==> src/rtl/core/jvbs_pkg.sv <==
// Shared types and constants for the JSON value boundary scanner.
// No dependencies; imported by every jvbs module and the top level.
package jvbs_pkg;

   localparam int DEPTH_WIDTH_DEF = 16;
   localparam int COUNT_WIDTH_DEF = 24;
   localparam int OUT_WIDTH       = 24;
   localparam logic [OUT_WIDTH-1:0] OUT_MAX = {OUT_WIDTH{1'b1}};

   localparam logic [7:0] CH_LBRACE    = 8'h7B;
   localparam logic [7:0] CH_LBRACKET  = 8'h5B;
   localparam logic [7:0] CH_QUOTE     = 8'h22;
   localparam logic [7:0] CH_RBRACE    = 8'h7D;
   localparam logic [7:0] CH_RBRACKET  = 8'h5D;
   localparam logic [7:0] CH_BACKSLASH = 8'h5C;
   localparam logic [7:0] CH_NEWLINE   = 8'h0A;
   localparam logic [7:0] CH_COMMA     = 8'h2C;

   typedef enum logic [1:0] {
      ST_IDLE  = 2'd0,
      ST_FOUND = 2'd1,
      ST_OPEN  = 2'd2
   } status_type;

   typedef struct packed {
      logic       buffer_last;
      logic       scan_start;
      logic [7:0] in_byte;
   } req_item_type;

   typedef struct packed {
      logic [OUT_WIDTH-1:0] newline_count;
      logic [OUT_WIDTH-1:0] value_length;
      status_type           scan_status;
   } rsp_item_type;

endpackage

==> src/rtl/core/jvbs_in_stage.sv <==
// Input register stage: captures one request transaction per cycle unless out_ready stalls it.
// Depends on jvbs_pkg.
module jvbs_in_stage (
   input  logic                  clock,
   input  logic                  reset,
   input  logic                  in_valid,
   output logic                  in_ready,
   input  jvbs_pkg::req_item_type in_item,
   input  logic                  out_ready,
   output logic                  advance,
   output jvbs_pkg::req_item_type stage_item
);
   import jvbs_pkg::*;

   logic         valid_ff;
   logic         valid_in;
   req_item_type item_ff;

   assign advance  = valid_ff && out_ready;
   assign in_ready = !valid_ff || out_ready;
   assign valid_in = (in_valid && in_ready) || (valid_ff && !out_ready);
   assign stage_item = item_ff;

   always_ff @(posedge clock) begin
      if (reset) begin
         valid_ff <= 1'b0;
      end else begin
         valid_ff <= valid_in;
      end
      if (in_valid && in_ready) begin
         item_ff <= in_item;
      end
   end

endmodule

==> src/rtl/core/jvbs_scan_core.sv <==
// Scan state and per-byte update: nesting depth, string/escape tracking,
// saturating byte and newline counters. Depends on jvbs_pkg.
module jvbs_scan_core #(
   parameter int DEPTH_WIDTH = jvbs_pkg::DEPTH_WIDTH_DEF,
   parameter int COUNT_WIDTH = jvbs_pkg::COUNT_WIDTH_DEF
) (
   input  logic                   clock,
   input  logic                   reset,
   input  logic                   advance,
   input  jvbs_pkg::req_item_type item,
   output jvbs_pkg::rsp_item_type result
);
   import jvbs_pkg::*;

   typedef enum logic [1:0] {
      MODE_IDLE  = 2'd0,
      MODE_NEST  = 2'd1,
      MODE_PLAIN = 2'd2
   } mode_type;

   localparam int EXT_WIDTH = (COUNT_WIDTH > OUT_WIDTH) ? COUNT_WIDTH : OUT_WIDTH;

   mode_type               mode_ff, mode_in, eff_mode;
   logic [DEPTH_WIDTH-1:0] depth_ff, depth_in, eff_depth;
   logic                   str_ff, str_in, eff_str;
   logic                   esc_ff, esc_in, eff_esc;
   logic [COUNT_WIDTH-1:0] bytes_ff, bytes_in, eff_bytes;
   logic [COUNT_WIDTH-1:0] lines_ff, lines_in, eff_lines;
   logic [COUNT_WIDTH-1:0] bytes_inc, lines_inc;
   logic [EXT_WIDTH-1:0]   bytes_ext, lines_ext;
   logic [7:0]             b;
   logic                   done;
   status_type             status;

   assign b = item.in_byte;

   always_comb begin
      if (item.scan_start) begin
         eff_mode  = (b inside {CH_LBRACE, CH_LBRACKET, CH_QUOTE}) ? MODE_NEST : MODE_PLAIN;
         eff_depth = '0;
         eff_str   = 1'b0;
         eff_esc   = 1'b0;
         eff_bytes = '0;
         eff_lines = '0;
      end else begin
         eff_mode  = mode_ff;
         eff_depth = depth_ff;
         eff_str   = str_ff;
         eff_esc   = esc_ff;
         eff_bytes = bytes_ff;
         eff_lines = lines_ff;
      end

      bytes_inc = (&eff_bytes) ? eff_bytes : eff_bytes + 1'b1;
      lines_inc = (&eff_lines) ? eff_lines : eff_lines + 1'b1;

      mode_in  = eff_mode;
      depth_in = eff_depth;
      str_in   = eff_str;
      esc_in   = eff_esc;
      bytes_in = eff_bytes;
      lines_in = eff_lines;
      done     = 1'b0;
      status   = ST_IDLE;

      case (eff_mode)
         MODE_NEST: begin
            bytes_in = bytes_inc;
            if (eff_str) begin
               if (eff_esc) begin
                  esc_in = 1'b0;
               end else if (b == CH_QUOTE) begin
                  str_in = 1'b0;
                  done   = (eff_depth == '0);
               end else if (b == CH_BACKSLASH) begin
                  esc_in = 1'b1;
               end else if (b == CH_NEWLINE) begin
                  lines_in = lines_inc;
               end
            end else begin
               if (b inside {CH_LBRACE, CH_LBRACKET}) begin
                  depth_in = (&eff_depth) ? eff_depth : eff_depth + 1'b1;
               end else if (b inside {CH_RBRACE, CH_RBRACKET}) begin
                  depth_in = (eff_depth != '0) ? eff_depth - 1'b1 : eff_depth;
                  done     = (depth_in == '0);
               end else if (b == CH_QUOTE) begin
                  str_in = 1'b1;
               end else if (b == CH_NEWLINE) begin
                  lines_in = lines_inc;
               end
            end
            if (item.buffer_last) begin
               status = ST_OPEN;
            end else if (done) begin
               status = ST_FOUND;
            end
         end
         MODE_PLAIN: begin
            if (b inside {CH_COMMA, CH_RBRACKET}) begin
               status = ST_FOUND;
            end else begin
               bytes_in = bytes_inc;
               if (b == CH_NEWLINE) begin
                  lines_in = lines_inc;
               end
               if (item.buffer_last) begin
                  status = ST_OPEN;
               end
            end
         end
         default: begin
         end
      endcase

      if (status != ST_IDLE) begin
         mode_in  = MODE_IDLE;
         depth_in = '0;
         str_in   = 1'b0;
         esc_in   = 1'b0;
      end

      bytes_ext = EXT_WIDTH'(bytes_in);
      lines_ext = EXT_WIDTH'(lines_in);

      if (eff_mode == MODE_IDLE) begin
         result.scan_status   = ST_IDLE;
         result.value_length  = '0;
         result.newline_count = '0;
      end else begin
         result.scan_status   = status;
         result.value_length  = (bytes_ext > EXT_WIDTH'(OUT_MAX)) ? OUT_MAX
                                                                  : bytes_ext[OUT_WIDTH-1:0];
         result.newline_count = (lines_ext > EXT_WIDTH'(OUT_MAX)) ? OUT_MAX
                                                                  : lines_ext[OUT_WIDTH-1:0];
      end
   end

   always_ff @(posedge clock) begin
      if (reset) begin
         mode_ff  <= MODE_IDLE;
         depth_ff <= '0;
         str_ff   <= 1'b0;
         esc_ff   <= 1'b0;
         bytes_ff <= '0;
         lines_ff <= '0;
      end else if (advance) begin
         mode_ff  <= mode_in;
         depth_ff <= depth_in;
         str_ff   <= str_in;
         esc_ff   <= esc_in;
         bytes_ff <= bytes_in;
         lines_ff <= lines_in;
      end
   end

endmodule

==> src/rtl/core/jvbs_out_stage.sv <==
// Result register stage: holds one response transaction until taken.
// Depends on jvbs_pkg.
module jvbs_out_stage (
   input  logic                   clock,
   input  logic                   reset,
   input  logic                   load,
   input  jvbs_pkg::rsp_item_type load_item,
   output logic                   load_ready,
   output logic                   out_valid,
   input  logic                   out_ready,
   output jvbs_pkg::rsp_item_type out_item
);
   import jvbs_pkg::*;

   logic         valid_ff;
   logic         valid_in;
   rsp_item_type item_ff;

   assign load_ready = !valid_ff || out_ready;
   assign valid_in   = load || (valid_ff && !out_ready);
   assign out_valid  = valid_ff;
   assign out_item   = item_ff;

   always_ff @(posedge clock) begin
      if (reset) begin
         valid_ff <= 1'b0;
      end else begin
         valid_ff <= valid_in;
      end
      if (load) begin
         item_ff <= load_item;
      end
   end

endmodule

==> src/rtl/core/json_value_boundary_scanner_top.sv <==
// A request passes the input register, single-pass scan update and result
// register. Throughput: one byte per cycle unless rsp_tready stalls, the
// scan state updated once per byte.
// Reset (synchronous, active high) empties both register stages and returns
// the scanner to idle with depth, string state and counters cleared.
module json_value_boundary_scanner_top #(
   parameter int DEPTH_WIDTH = jvbs_pkg::DEPTH_WIDTH_DEF,
   parameter int COUNT_WIDTH = jvbs_pkg::COUNT_WIDTH_DEF
) (
   input  logic        clock,
   input  logic        reset,
   input  logic        req_tvalid,
   output logic        req_tready,
   input  logic [7:0]  req_tdata,   // [7:0] in_byte
   input  logic        req_tuser,   // [0] scan_start
   input  logic        req_tlast,   // buffer_last
   output logic        rsp_tvalid,
   input  logic        rsp_tready,
   output logic [47:0] rsp_tdata,   // [23:0] value_length, [47:24] newline_count
   output logic [1:0]  rsp_tuser    // [1:0] scan_status
);
   import jvbs_pkg::*;

   req_item_type req_item, stage_item;
   rsp_item_type scan_result, rsp_item;
   logic         advance;
   logic         load_ready;

   assign req_item.in_byte     = req_tdata;
   assign req_item.scan_start  = req_tuser;
   assign req_item.buffer_last = req_tlast;

   jvbs_in_stage u_in_stage (
      .clock      (clock),
      .reset      (reset),
      .in_valid   (req_tvalid),
      .in_ready   (req_tready),
      .in_item    (req_item),
      .out_ready  (load_ready),
      .advance    (advance),
      .stage_item (stage_item)
   );

   jvbs_scan_core #(
      .DEPTH_WIDTH (DEPTH_WIDTH),
      .COUNT_WIDTH (COUNT_WIDTH)
   ) u_scan_core (
      .clock   (clock),
      .reset   (reset),
      .advance (advance),
      .item    (stage_item),
      .result  (scan_result)
   );

   jvbs_out_stage u_out_stage (
      .clock      (clock),
      .reset      (reset),
      .load       (advance),
      .load_item  (scan_result),
      .load_ready (load_ready),
      .out_valid  (rsp_tvalid),
      .out_ready  (rsp_tready),
      .out_item   (rsp_item)
   );

   assign rsp_tdata = {rsp_item.newline_count, rsp_item.value_length};
   assign rsp_tuser = rsp_item.scan_status;

endmodule
==> config.mk <==
export PLATFORM = sky130hd
export DESIGN_NAME = json_value_boundary_scanner_top
export DESIGN_NICKNAME = d
export VERILOG_FILES = /design/src/rtl/core/jvbs_pkg.sv /design/src/rtl/core/jvbs_in_stage.sv /design/src/rtl/core/jvbs_scan_core.sv /design/src/rtl/core/jvbs_out_stage.sv /design/src/rtl/core/json_value_boundary_scanner_top.sv
export SDC_FILE = /design/constraint.sdc
export NUM_CORES = 1
export LEC_CHECK = 0
export BUFFER_PORTS_ARGS = -buffer_cell sky130_fd_sc_hd__buf_2
export CORE_MARGIN = 3
export CORE_UTILIZATION = 35
export DETAILED_ROUTE_END_ITERATION = 6
export PLACE_DENSITY = 0.62
export SETUP_SLACK_MARGIN = 0.4
export SLEW_MARGIN = 5
export SYNTH_ARGS = -nofsm -noshare
export SYNTH_HDL_FRONTEND = slang
export SYNTH_SLANG_ARGS = --single-unit
==> constraint.sdc <==
create_clock -name clock -period 11.8 [get_ports clock]
set_input_delay 2.95 -clock clock [delete_from_list [all_inputs] [get_ports clock]]
set_output_delay 2.95 -clock clock [all_outputs]
set_load 0.05 [all_outputs]
==> results.md, run 1 <==
Pwr:
- In this run the power spent charging and discharging nets is 318 uW.
- The switching power as a share of total power is 28.2%.
- The clock share of power is 42.5%.
- Summed over all cells, the static leakage comes to 3.28 nW.
- The largest voltage drop on the vdd net is 103 uV.
- The cell internal power dissipation is 808 uW.
- The combinational share of power is 12.9%.
- In this run the power density over the cells is 118 mW/mm^2.
- The share of power burned in registers is 44.5%.

Yosys:
- The number of storage elements in the synthesis netlist is 130.
- The proportion of synthesized flip-flops having asynchronous set or reset is 0%.
- For this run, the leading register cell type out of synthesis is sky130_fd_sc_hd__dfxtp_1.
- The area share of the leading cell type in the synthesized netlist is 21.1%.
- The share of the Yosys chip area taken by registers is 37.6%.
- Counting distinct cell types in the post-synthesis netlist gives 73.
- Ranked by total cell area, the synthesized netlist is headed by sky130_fd_sc_hd__edfxtp_1, sky130_fd_sc_hd__dfxtp_1, sky130_fd_sc_hd__nand2_1, sky130_fd_sc_hd__nor2_1, sky130_fd_sc_hd__a21oi_1.
- The post-synth design cell area is 0.00852 mm^2.
- Counting every net in the synthesized netlist gives 1,099.
- The number of synthesized flops with an enable pin is 60.
- The biggest area contributor in the post-synthesis netlist is sky130_fd_sc_hd__edfxtp_1.
- The number of instances in the synthesized netlist is 1,078.
- The mean area per synthesized cell is 7.91 um^2.
- Yosys printed 0 warnings.

Drt:
- The pre-antenna-repair detailed-routing pass consisted of 5 iterations.
- The mean routed wirelength per cell is 17.7 um.
- The routed design uses 11,700 um of met2 wire.
- After detailed routing, the met3 layer carries 1890 um of wire.
- In this run, the number of DRC markers left after iteration 0 of detailed routing was 839.
- For this run, design rule violations remaining after detail routing come to 0.
- The routed layout has 8,468 vias.
- The number of nets still failing antenna checks after routing is 0.
- Summed over all layers, the routed wires come to 25,200 um.
- The uppermost signal routing layer after detailed routing is met4.
- The routed via count divided by cell count is 5.94.
- In the final routing, the length of wire on met1 measures 11,200 um.

Floorplan:
- The area of the placeable core is 0.0237 mm^2.
- The width of the die is 162 um.
- The die covers 0.0263 mm^2.
- The number of standard-cell rows in the floorplan is 56.
- The number of ports placed on the die boundary is 66.
- Once the floorplan was initialized, standard cells occupied 36.0% of the core.
- The die height is 162 um.

Worst setup path:
- Data on the critical path is required at its endpoint by 8850 ps.
- The gate family responsible for the most delay along the worst path is buffers and inverters.
- The most numerous cell on the critical path is sky130_fd_sc_hd__buf_2.
- STA classifies the critical path endpoint as an output port.
- The data arrival time of the worst path is 3540 ps.
- STA classifies the critical path startpoint as an input port.
- The critical path's slowest cell is sky130_fd_sc_hd__buf_2.
- The buffer and inverter count on the worst path is 2.
- The classification of the worst setup path is in -> out.
- The maximum single-stage delay on the critical path is 210 ps.
- The critical path goes through buf_2, nor2b_1, nand2_1, buf_2.
- The highest fanout seen on the critical path is 4.

Clock network:
- CTS built an H-tree with a depth of 4.
- The clock passes through at most 2 buffers.
- The total number of clock tree sinks is 130.
- The clock-pin transition on the worst setup and hold timing paths is 60 ps.
- The insertion delay of the later-clocked pin in the worst-skew pair is 420 ps.
- The CTS buffer count is 17.
- Hold repair after CTS inserted 0 buffers.
- The clock root buffer is sky130_fd_sc_hd__clkbuf_16.
- The post-cts gate resize count is 0.
- The number of buffers inserted to repair setup after CTS is 0.
- TritonCTS built the clock tree.

STA:
- The number of failing hold endpoints at the final stage came to 0.
- The final count of pins violating max slew is 0.
- The clock period could shrink to 6490 ps.
- For the pin with the worst max-slew slack, the measured transition is 1200 ps.
- The worst clock skew on the final layout is 9.70 ps.
- The final total negative setup slack is 0 ps.
- The maximum clock rate is 0.154 GHz.
- The setup violation total in the final timing report is 0.
- Setup repair after global routing left no endpoint under its margin.
- Once routing completed, OpenROAD measured the worst setup slack at 5310 ps.
- The final critical-path share of the clock period is 55.0%.
- Measured against its own limit, the worst slew margin works out to 19.6%.

Placed design:
- At the end of routability-driven placement, the weighted congestion stood at 0.918.
- Buffers placed on the I/O ports in this run total 65.
- The post-placement setup slack is 5310 ps.
- The HPWL after detailed placement is 17,000 um.

Global route:
- The combined global-route utilization of all metal layers is 18.9%.
- The global-route wire length before repair is 40,300 um.
- The maximum number of pins on one net before global-route repair is 76.
- The number of antenna violations at the first check in global routing came to 0.
- Summed over all layers, the global routing overflow is 0.
- The number of global-route vias before repair is 7,689.

Cells and area:
- The final-stage net count is 1,115.
- After filler insertion, the fill cell instance count of the layout stands at 2,465.
- The fraction of final layout cells sized beyond drive strength 1 is 11.4%.
- Compared with the post-synthesis result, the final layout area differs by 12.2%.
- The number of antenna diodes in the final layout is 0.

Run status:
- The run finished with clean final reports.

Run:
- The tool flagged a number of max-cap violations equal to 0.

Worst hold path:
- The path class of the tightest hold or removal check is reg -> reg.
through the flow:
step | util (%) | total power, mW | cells | hold WS [ps] | instance area, um^2
4_1_cts | 40.4 | 1.13 | 1426 | 457 | 9560
2_1_floorplan | - | 0.617 | 1078 | 417 | 8520
6_report | 40.4 | 1.13 | 1426 | 465 | 9560
3_3_place_gp | 38.1 | 0.654 | 1394 | 426 | 9030
5_1_grt | 40.4 | 1.17 | 1426 | 482 | 9560
3_5_place_dp | 38.1 | 0.655 | 1394 | 443 | 9030
worst min-delay path, cell delays in order (launching register included):
cell	delay, ps
sky130_fd_sc_hd__dfxtp_1	320
sky130_fd_sc_hd__nand2_1	50
sky130_fd_sc_hd__o31ai_1	60
power groups by stage:
| stage | combinational (mW) | sequential [mW] | clock, mW |
|---|---|---|---|
| finish | 0.145 | 0.501 | 0.479 |
| global route | 0.158 | 0.503 | 0.505 |
| CTS | 0.145 | 0.501 | 0.487 |
| detailed placement | 0.144 | 0.510 | 0 |
| global placement | 0.144 | 0.510 | 0 |
| floorplan | 0.0779 | 0.539 | 0 |
logic make-up after synthesis:
| group | Yosys count | share of synthesized area [%] |
|---|---|---|
| buf+inv | 100 | 4.54 |
| fa+ha+maj | 7 | 1.03 |
| simple gates | 494 | 29.6 |
| flops | 130 | 37.6 |
| xor+xnor | 5 | 0.514 |
| mux | 17 | 2.04 |
| compound gates | 325 | 24.7 |
final timing paths:
kind / cells past startpoint / slack (ps) / startpoint / to
min: 2 / 470 / u_scan_core.bytes_ff[23] / u_scan_core.bytes_ff[23]
min reg2reg: 2 / 470 / u_scan_core.bytes_ff[23] / u_scan_core.bytes_ff[23]
max: 4 / 5310 / rsp_tready / req_tready
max reg2reg: 13 / 6370 / u_in_stage.stage_item[2] / u_scan_core.str_ff
cell type report:
type / instances / area, um^2 / share of cell area, %
Clock inverter: 13 / 95.1 / 0.995
Tap cell: 319 / 399 / 4.17
Inverter: 21 / 80.1 / 0.838
Timing Repair Buffer: 76 / 408 / 4.27
Multi-Input combinational cell: 848 / 4940 / 51.7
Clock buffer: 19 / 433 / 4.53
Sequential cell: 130 / 3200 / 33.5
synthesized netlist by cell type (5+ instances only):
master and count:
sky130_fd_sc_hd__a211oi_1 27, sky130_fd_sc_hd__a21o_1 6, sky130_fd_sc_hd__a21oi_1 84, sky130_fd_sc_hd__a221oi_1 11, sky130_fd_sc_hd__a22o_1 19, sky130_fd_sc_hd__a22oi_1 12
sky130_fd_sc_hd__a311oi_1 5, sky130_fd_sc_hd__a31oi_1 19, sky130_fd_sc_hd__a32o_1 8, sky130_fd_sc_hd__and2_1 11, sky130_fd_sc_hd__and3_1 15, sky130_fd_sc_hd__and4_1 9
sky130_fd_sc_hd__clkbuf_1 73, sky130_fd_sc_hd__dfxtp_1 70, sky130_fd_sc_hd__edfxtp_1 60, sky130_fd_sc_hd__ha_1 7, sky130_fd_sc_hd__inv_1 21, sky130_fd_sc_hd__mux2i_1 14
sky130_fd_sc_hd__nand2_1 128, sky130_fd_sc_hd__nand2b_1 14, sky130_fd_sc_hd__nand3_1 34, sky130_fd_sc_hd__nand4_1 17, sky130_fd_sc_hd__nand4b_1 6, sky130_fd_sc_hd__nor2_1 123
sky130_fd_sc_hd__nor2b_1 50, sky130_fd_sc_hd__nor3_1 25, sky130_fd_sc_hd__nor3b_1 5, sky130_fd_sc_hd__nor4_1 12, sky130_fd_sc_hd__o211ai_1 7, sky130_fd_sc_hd__o21ai_0 75
sky130_fd_sc_hd__o22ai_1 6, sky130_fd_sc_hd__o31ai_1 9, sky130_fd_sc_hd__or2_2 5, sky130_fd_sc_hd__or3_1 9, sky130_fd_sc_hd__or4_1 8
placed cells by master, fill, tap and decap left out, types with 7 or more instances in the layout:
| master | n |
|---|---|
| sky130_fd_sc_hd__and4_1 | 9 |
| sky130_fd_sc_hd__and3_1 | 15 |
| sky130_fd_sc_hd__o21ai_0 | 75 |
| sky130_fd_sc_hd__mux2i_1 | 14 |
| sky130_fd_sc_hd__nor3_1 | 24 |
| sky130_fd_sc_hd__and2_1 | 11 |
| sky130_fd_sc_hd__a31oi_1 | 19 |
| sky130_fd_sc_hd__nand4_1 | 17 |
| sky130_fd_sc_hd__or4_1 | 8 |
| sky130_fd_sc_hd__buf_2 | 65 |
| sky130_fd_sc_hd__buf_4 | 11 |
| sky130_fd_sc_hd__nand2_1 | 128 |
| sky130_fd_sc_hd__a211oi_1 | 27 |
| sky130_fd_sc_hd__a22oi_1 | 12 |
| sky130_fd_sc_hd__inv_1 | 20 |
| sky130_fd_sc_hd__o31ai_1 | 9 |
| sky130_fd_sc_hd__a221oi_1 | 11 |
| sky130_fd_sc_hd__nor4_1 | 12 |
| sky130_fd_sc_hd__dfxtp_1 | 70 |
| sky130_fd_sc_hd__a21oi_1 | 84 |
| sky130_fd_sc_hd__edfxtp_1 | 60 |
| sky130_fd_sc_hd__o211ai_1 | 7 |
| sky130_fd_sc_hd__a32o_1 | 8 |
| sky130_fd_sc_hd__nand3_1 | 34 |
| sky130_fd_sc_hd__nor2b_1 | 50 |
| sky130_fd_sc_hd__clkbuf_16 | 17 |
| sky130_fd_sc_hd__a22o_1 | 19 |
| sky130_fd_sc_hd__nor2_1 | 122 |
| sky130_fd_sc_hd__or3_1 | 9 |
| sky130_fd_sc_hd__nand2b_1 | 14 |
routing by layer:
| layer | up-vias | GRT usage (%) |
|---|---|---|
| met3 | 39 | 3.21 |
| li1 | 4058 | - |
| met5 | - | 0 |
| met2 | 385 | 29.9 |
| met1 | 3986 | 25.8 |
| met4 | 0 | 7.17 |
sequential cells by signal (all words and copies together) (netlist names):
name                   count
u_in_stage.stage_item     10
u_scan_core.mode_ff        2
u_in_stage.valid_ff        1
u_out_stage.out_item      50
u_scan_core.depth_ff      16
u_scan_core.lines_ff      24
u_out_stage.out_valid      1
u_scan_core.str_ff         1
u_scan_core.esc_ff         1
u_scan_core.bytes_ff      24
Power figures use the tool's default switching activity.
==> run 2: changes to the inputs <==
--- a/config.mk
+++ b/config.mk
@@ -9,7 +9,7 @@
 export CORE_MARGIN = 3
 export CORE_UTILIZATION = 35
 export DETAILED_ROUTE_END_ITERATION = 6
-export PLACE_DENSITY = 0.62
+export PLACE_DENSITY = 0.64
 export SETUP_SLACK_MARGIN = 0.4
 export SLEW_MARGIN = 5
 export SYNTH_ARGS = -nofsm -noshare
==> constraint.sdc (replaced) <==
create_clock -name clock -period 5.8 [get_ports clock]
set_input_delay 1.45 -clock clock [delete_from_list [all_inputs] [get_ports clock]]
set_output_delay 1.45 -clock clock [all_outputs]
set_load 0.05 [all_outputs]
==> run 2 against run 1 <==
Routed wire length rose by 0.96%. Critical endpoint is now u_scan_core.depth_ff[9]. Setup slack got worse by 4100 ps. Combinational power rose by 110%. Worst hold slack got worse by 1.2 ps. Register-to-register slack got worse by 5200 ps. Count of clock-buffer cells in the layout did not move. Via count fell by 0.77%. Highest routed layer unchanged. Clock skew rose by 5.0 ps.
==> results.md, run 2 (synthesis gave the netlist of run 1 again) <==
Pwr:
- The clock share of power is 44.7% (+2.2 points).
- The largest voltage drop on the vdd net was 157 uV (+53%).
- The net switching power of the design is 679 uW (+110%).
- The power density over the cells is 248 mW/mm^2 (+110%).
- The switching power as a share of total power is 28.4% (+0.17 points).
- The combinational share of power is 12.6% (-0.3 points).
- The share of power burned in registers is 42.7% (-1.8 points).
- The leakage power figure is 3.32 nW (+1.4%).
- The cell internal power dissipation came to 1.71 mW (+110%).

Worst setup path:
- The critical path's slowest cell is sky130_fd_sc_hd__nor2b_4.
- The type of destination of the critical path is a flip-flop.
- The reg2reg setup slack is 1170 ps (-5200 ps).
- The kind of start point of the critical path is a flip-flop.
- The critical path goes through or4b_1, or4_4, nand3_1, o21ai_0, ha_1, inv_1, nor2_1, o21a_1, nand2_1, nor3b_1, nor2b_4, a32o_1.
- The maximum single-stage delay on the critical path came to 620 ps (+410 ps).
- The launching point of the worst reg2reg path is u_in_stage.stage_item[2].
- The highest fanout seen on the critical path is 21 (+17).
- The data arrival time of the worst path is 4990 ps (+1450 ps).
- The data required time at the worst endpoint is 6160 ps (-2690 ps).
- The critical path starts at u_in_stage.stage_item[2].
- The number of cells on the worst reg-to-reg path is 12 (-1).
- The buffer and inverter count on the worst path is 1 (-1).
- The endpoint of the worst register-to-register path is u_scan_core.depth_ff[9].
- The classification of the worst setup path is reg -> reg.
- On the critical path the largest part of the delay comes from simple AND/OR/NAND/NOR gates.

Placed design:
- The detailed placer's ending HPWL came to 17,300 um (+1.5%).
- The number of buffers added on ports came to 65 (unchanged).
- The placed standard-cell area was 0.00907 mm^2 (+0.42%).
- The post-placement setup slack is 1200 ps (-4100 ps).
- The placer congestion estimate is 0.907 (-1.2%).

Global route:
- The met1 track utilization from global routing was 27.6% (+1.8 points).
- The global-route wire length before repair is 41,800 um (+3.8%).
- The global routing met3 resource utilization was 3.34% (+0.13 points).
- met2 is the most crowded layer.
- The total global routing overflow is 0 (unchanged).
- The met2 routing resource usage after global routing is 30.9% (+1.0 points).
- The maximum number of pins on one net before global-route repair is 71 (-6.6%).
- The number of global-route vias before repair came to 7,766 (+1.0%).
- The combined global-route utilization of all metal layers is 19.6% (+0.76 points).
- The number of antenna violations at the first check in global routing is 0 (unchanged).

STA:
- The slew of the pin with the lowest slew margin is 1020 ps (-177 ps).
- The final count of pins violating max slew is 0 (unchanged).
- The worst slew slack as a fraction of its limit came to 31.8% (+12 points).
- The maximum clock rate is 0.216 GHz.
- The number of failing hold endpoints at the final stage is 0 (unchanged).
- The worst hold margin is 464 ps (-1.25 ps).
- The setup violation total in the final timing report is 0 (unchanged).
- The final total negative setup slack is 0 ps (unchanged).
- The final critical-path share of the clock period is 79.8%.
- The shortest clock period the worst path allows after layout is 4630 ps.
- Setup repair after global routing left no endpoint under its margin.
- The worst clock skew on the final layout is 14.8 ps (+5.05 ps).
- The final worst slack was 1170 ps (-4130 ps).

Cells and area:
- The final cell area excluding filler cells is 0.00965 mm^2 (+0.96%).
- The most common cell after layout, fill and taps aside is sky130_fd_sc_hd__nand2_1.
- The area taken by flip-flops and latches is 0.00320 mm^2 (unchanged).
- The area added between synthesis and finish is 13.3%.
- The antenna diode count is 0 (unchanged).
- The number of flip-flops in the largest register came to 50 (unchanged).
- The utilization after layout is 40.8% (+0.39 points).
- The count of fill cells added during filler insertion came to 2,457 (-0.32%).
- The final-stage net count is 1,120 (+0.45%).
- Leaving out fill and tap cells, the most frequent cells in the layout are sky130_fd_sc_hd__nand2_1, sky130_fd_sc_hd__nor2_1, sky130_fd_sc_hd__a21oi_1.
- The fraction of final layout cells sized beyond drive strength 1 is 12.2% (+0.85 points).
- The combined area of the multi-input logic cells is 0.00494 mm^2 (unchanged).

Floorplan:
- The die height came to 162 um (unchanged).
- The area of the placeable core came to 0.0237 mm^2 (unchanged).
- The number of standard-cell rows in the floorplan was 56 (unchanged).
- The initial cell density of the core is 36.0% (unchanged).
- The width of the die was 162 um (unchanged).
- The number of ports placed on the die boundary is 66 (unchanged).
- The die area is 0.0263 mm^2 (unchanged).

Worst hold path:
- The critical hold path startpoint is u_scan_core.bytes_ff[23].
- The type of the tightest min-delay check is reg -> reg.
- The worst hold path stage count is 2 (unchanged).
- For hold timing, the worst endpoint is u_scan_core.bytes_ff[23].

Drt:
- The routed via count divided by cell count is 5.87 (-1.1%).
- The detailed-router iteration count before antenna repair is 6 (+1).
- The total via count in the routed design is 8,403 (-0.77%).
- The final routed DRC violation total is 0 (unchanged).
- The number of DRC markers after the initial detailed-route iteration is 974 (+16%).
- The mean routed wirelength per cell is 17.8 um (+0.61%).
- The aggregate routed wire length is 25,500 um (+0.96%).
- The number of nets still failing antenna checks after routing was 0 (unchanged).

Clock network:
- The tree is rooted in a sky130_fd_sc_hd__clkbuf_16.
- The CTS buffer count is 17 (unchanged).
- The insertion delay of the later-clocked pin in the worst-skew pair was 430 ps (about the same).
- The number of buffers inserted to repair setup after CTS is 0 (unchanged).
- The total number of clock tree sinks is 130 (unchanged).
- The H-tree depth reported by CTS is 4 (unchanged).
- The deepest clock path buffer count is 2 (unchanged).
- The post-cts gate resize count is 0 (unchanged).
- The clock-pin transition on the worst setup and hold timing paths came to 60 ps (about the same).
- The number of hold-repair buffers added at the cts stage is 0 (unchanged).
- The CTS tree is built.

Run status:
- The flow ran to the end, and the final reports show no timing, DRC or antenna violations.

Run:
- The number of maximum-capacitance violations is 0 (unchanged).
## run 2: cell types whose count changed in the layout (fill, tap and decap cells not counted), sizes merged
cell / previous run / this run
buf: 76 / 81
clkinv: 9 / 7
bufinv: 1 / 2
clkinvlp: 4 / 5
## run 2: power by group through the flow
stage,clock network [mW],logic [mW],registers (mW)
finish,1.07,0.301,1.02
global route,1.12,0.330,1.02
CTS,1.09,0.301,1.02
detailed placement,0,0.301,1.04
global placement,0,0.298,1.04
floorplan,0,0.158,1.10
## run 2: routing by layer
layer | vias to the layer above | share of wire, %
li1 | 4057 | -
met1 | 3930 | 44
met2 | 358 | 46
met3 | 58 | 7.8
met4 | 0 | 2.3
met5 | - | 0
## run 2: worst max path at each step
| stage | to | slack (ps) | depth (start not counted) |
|---|---|---|---|
| after floorplan | u_scan_core.depth_ff[10] | 1380 | 18 |
| after global placement | u_scan_core.depth_ff[10] | 1330 | 13 |
| after detailed placement | u_scan_core.depth_ff[10] | 1200 | 12 |
| after CTS | u_scan_core.depth_ff[9] | 1180 | 12 |
| after global routing | u_scan_core.depth_ff[13] | 790 | 12 |
| final | u_scan_core.depth_ff[9] | 1170 | 12 |
## run 2: area by class of cell
| cell class | instances | share of cell area (%) |
|---|---|---|
| tap | 319 | 4.14 |
| clock inverter | 13 | 1.44 |
| clock buffer | 19 | 4.59 |
| timing repair buffer | 81 | 4.61 |
| multi-input combinational | 848 | 51.2 |
| sequential | 130 | 33.2 |
| inverter | 21 | 0.830 |
## run 2: per-stage QoR
stage	total power, mW	instances
floorplan	1.25	1078
global placement	1.34	1399
detailed placement	1.34	1399
CTS	2.41	1431
global route	2.48	1431
finish	2.39	1431
## run 2: worst min-delay path, delay by kind of cell, from the launching register on
kind             cells  cell delay [ps]
AO/OA/AOI/OAI        1               50
flip-flops           1              330
AND/OR/NAND/NOR      1               50
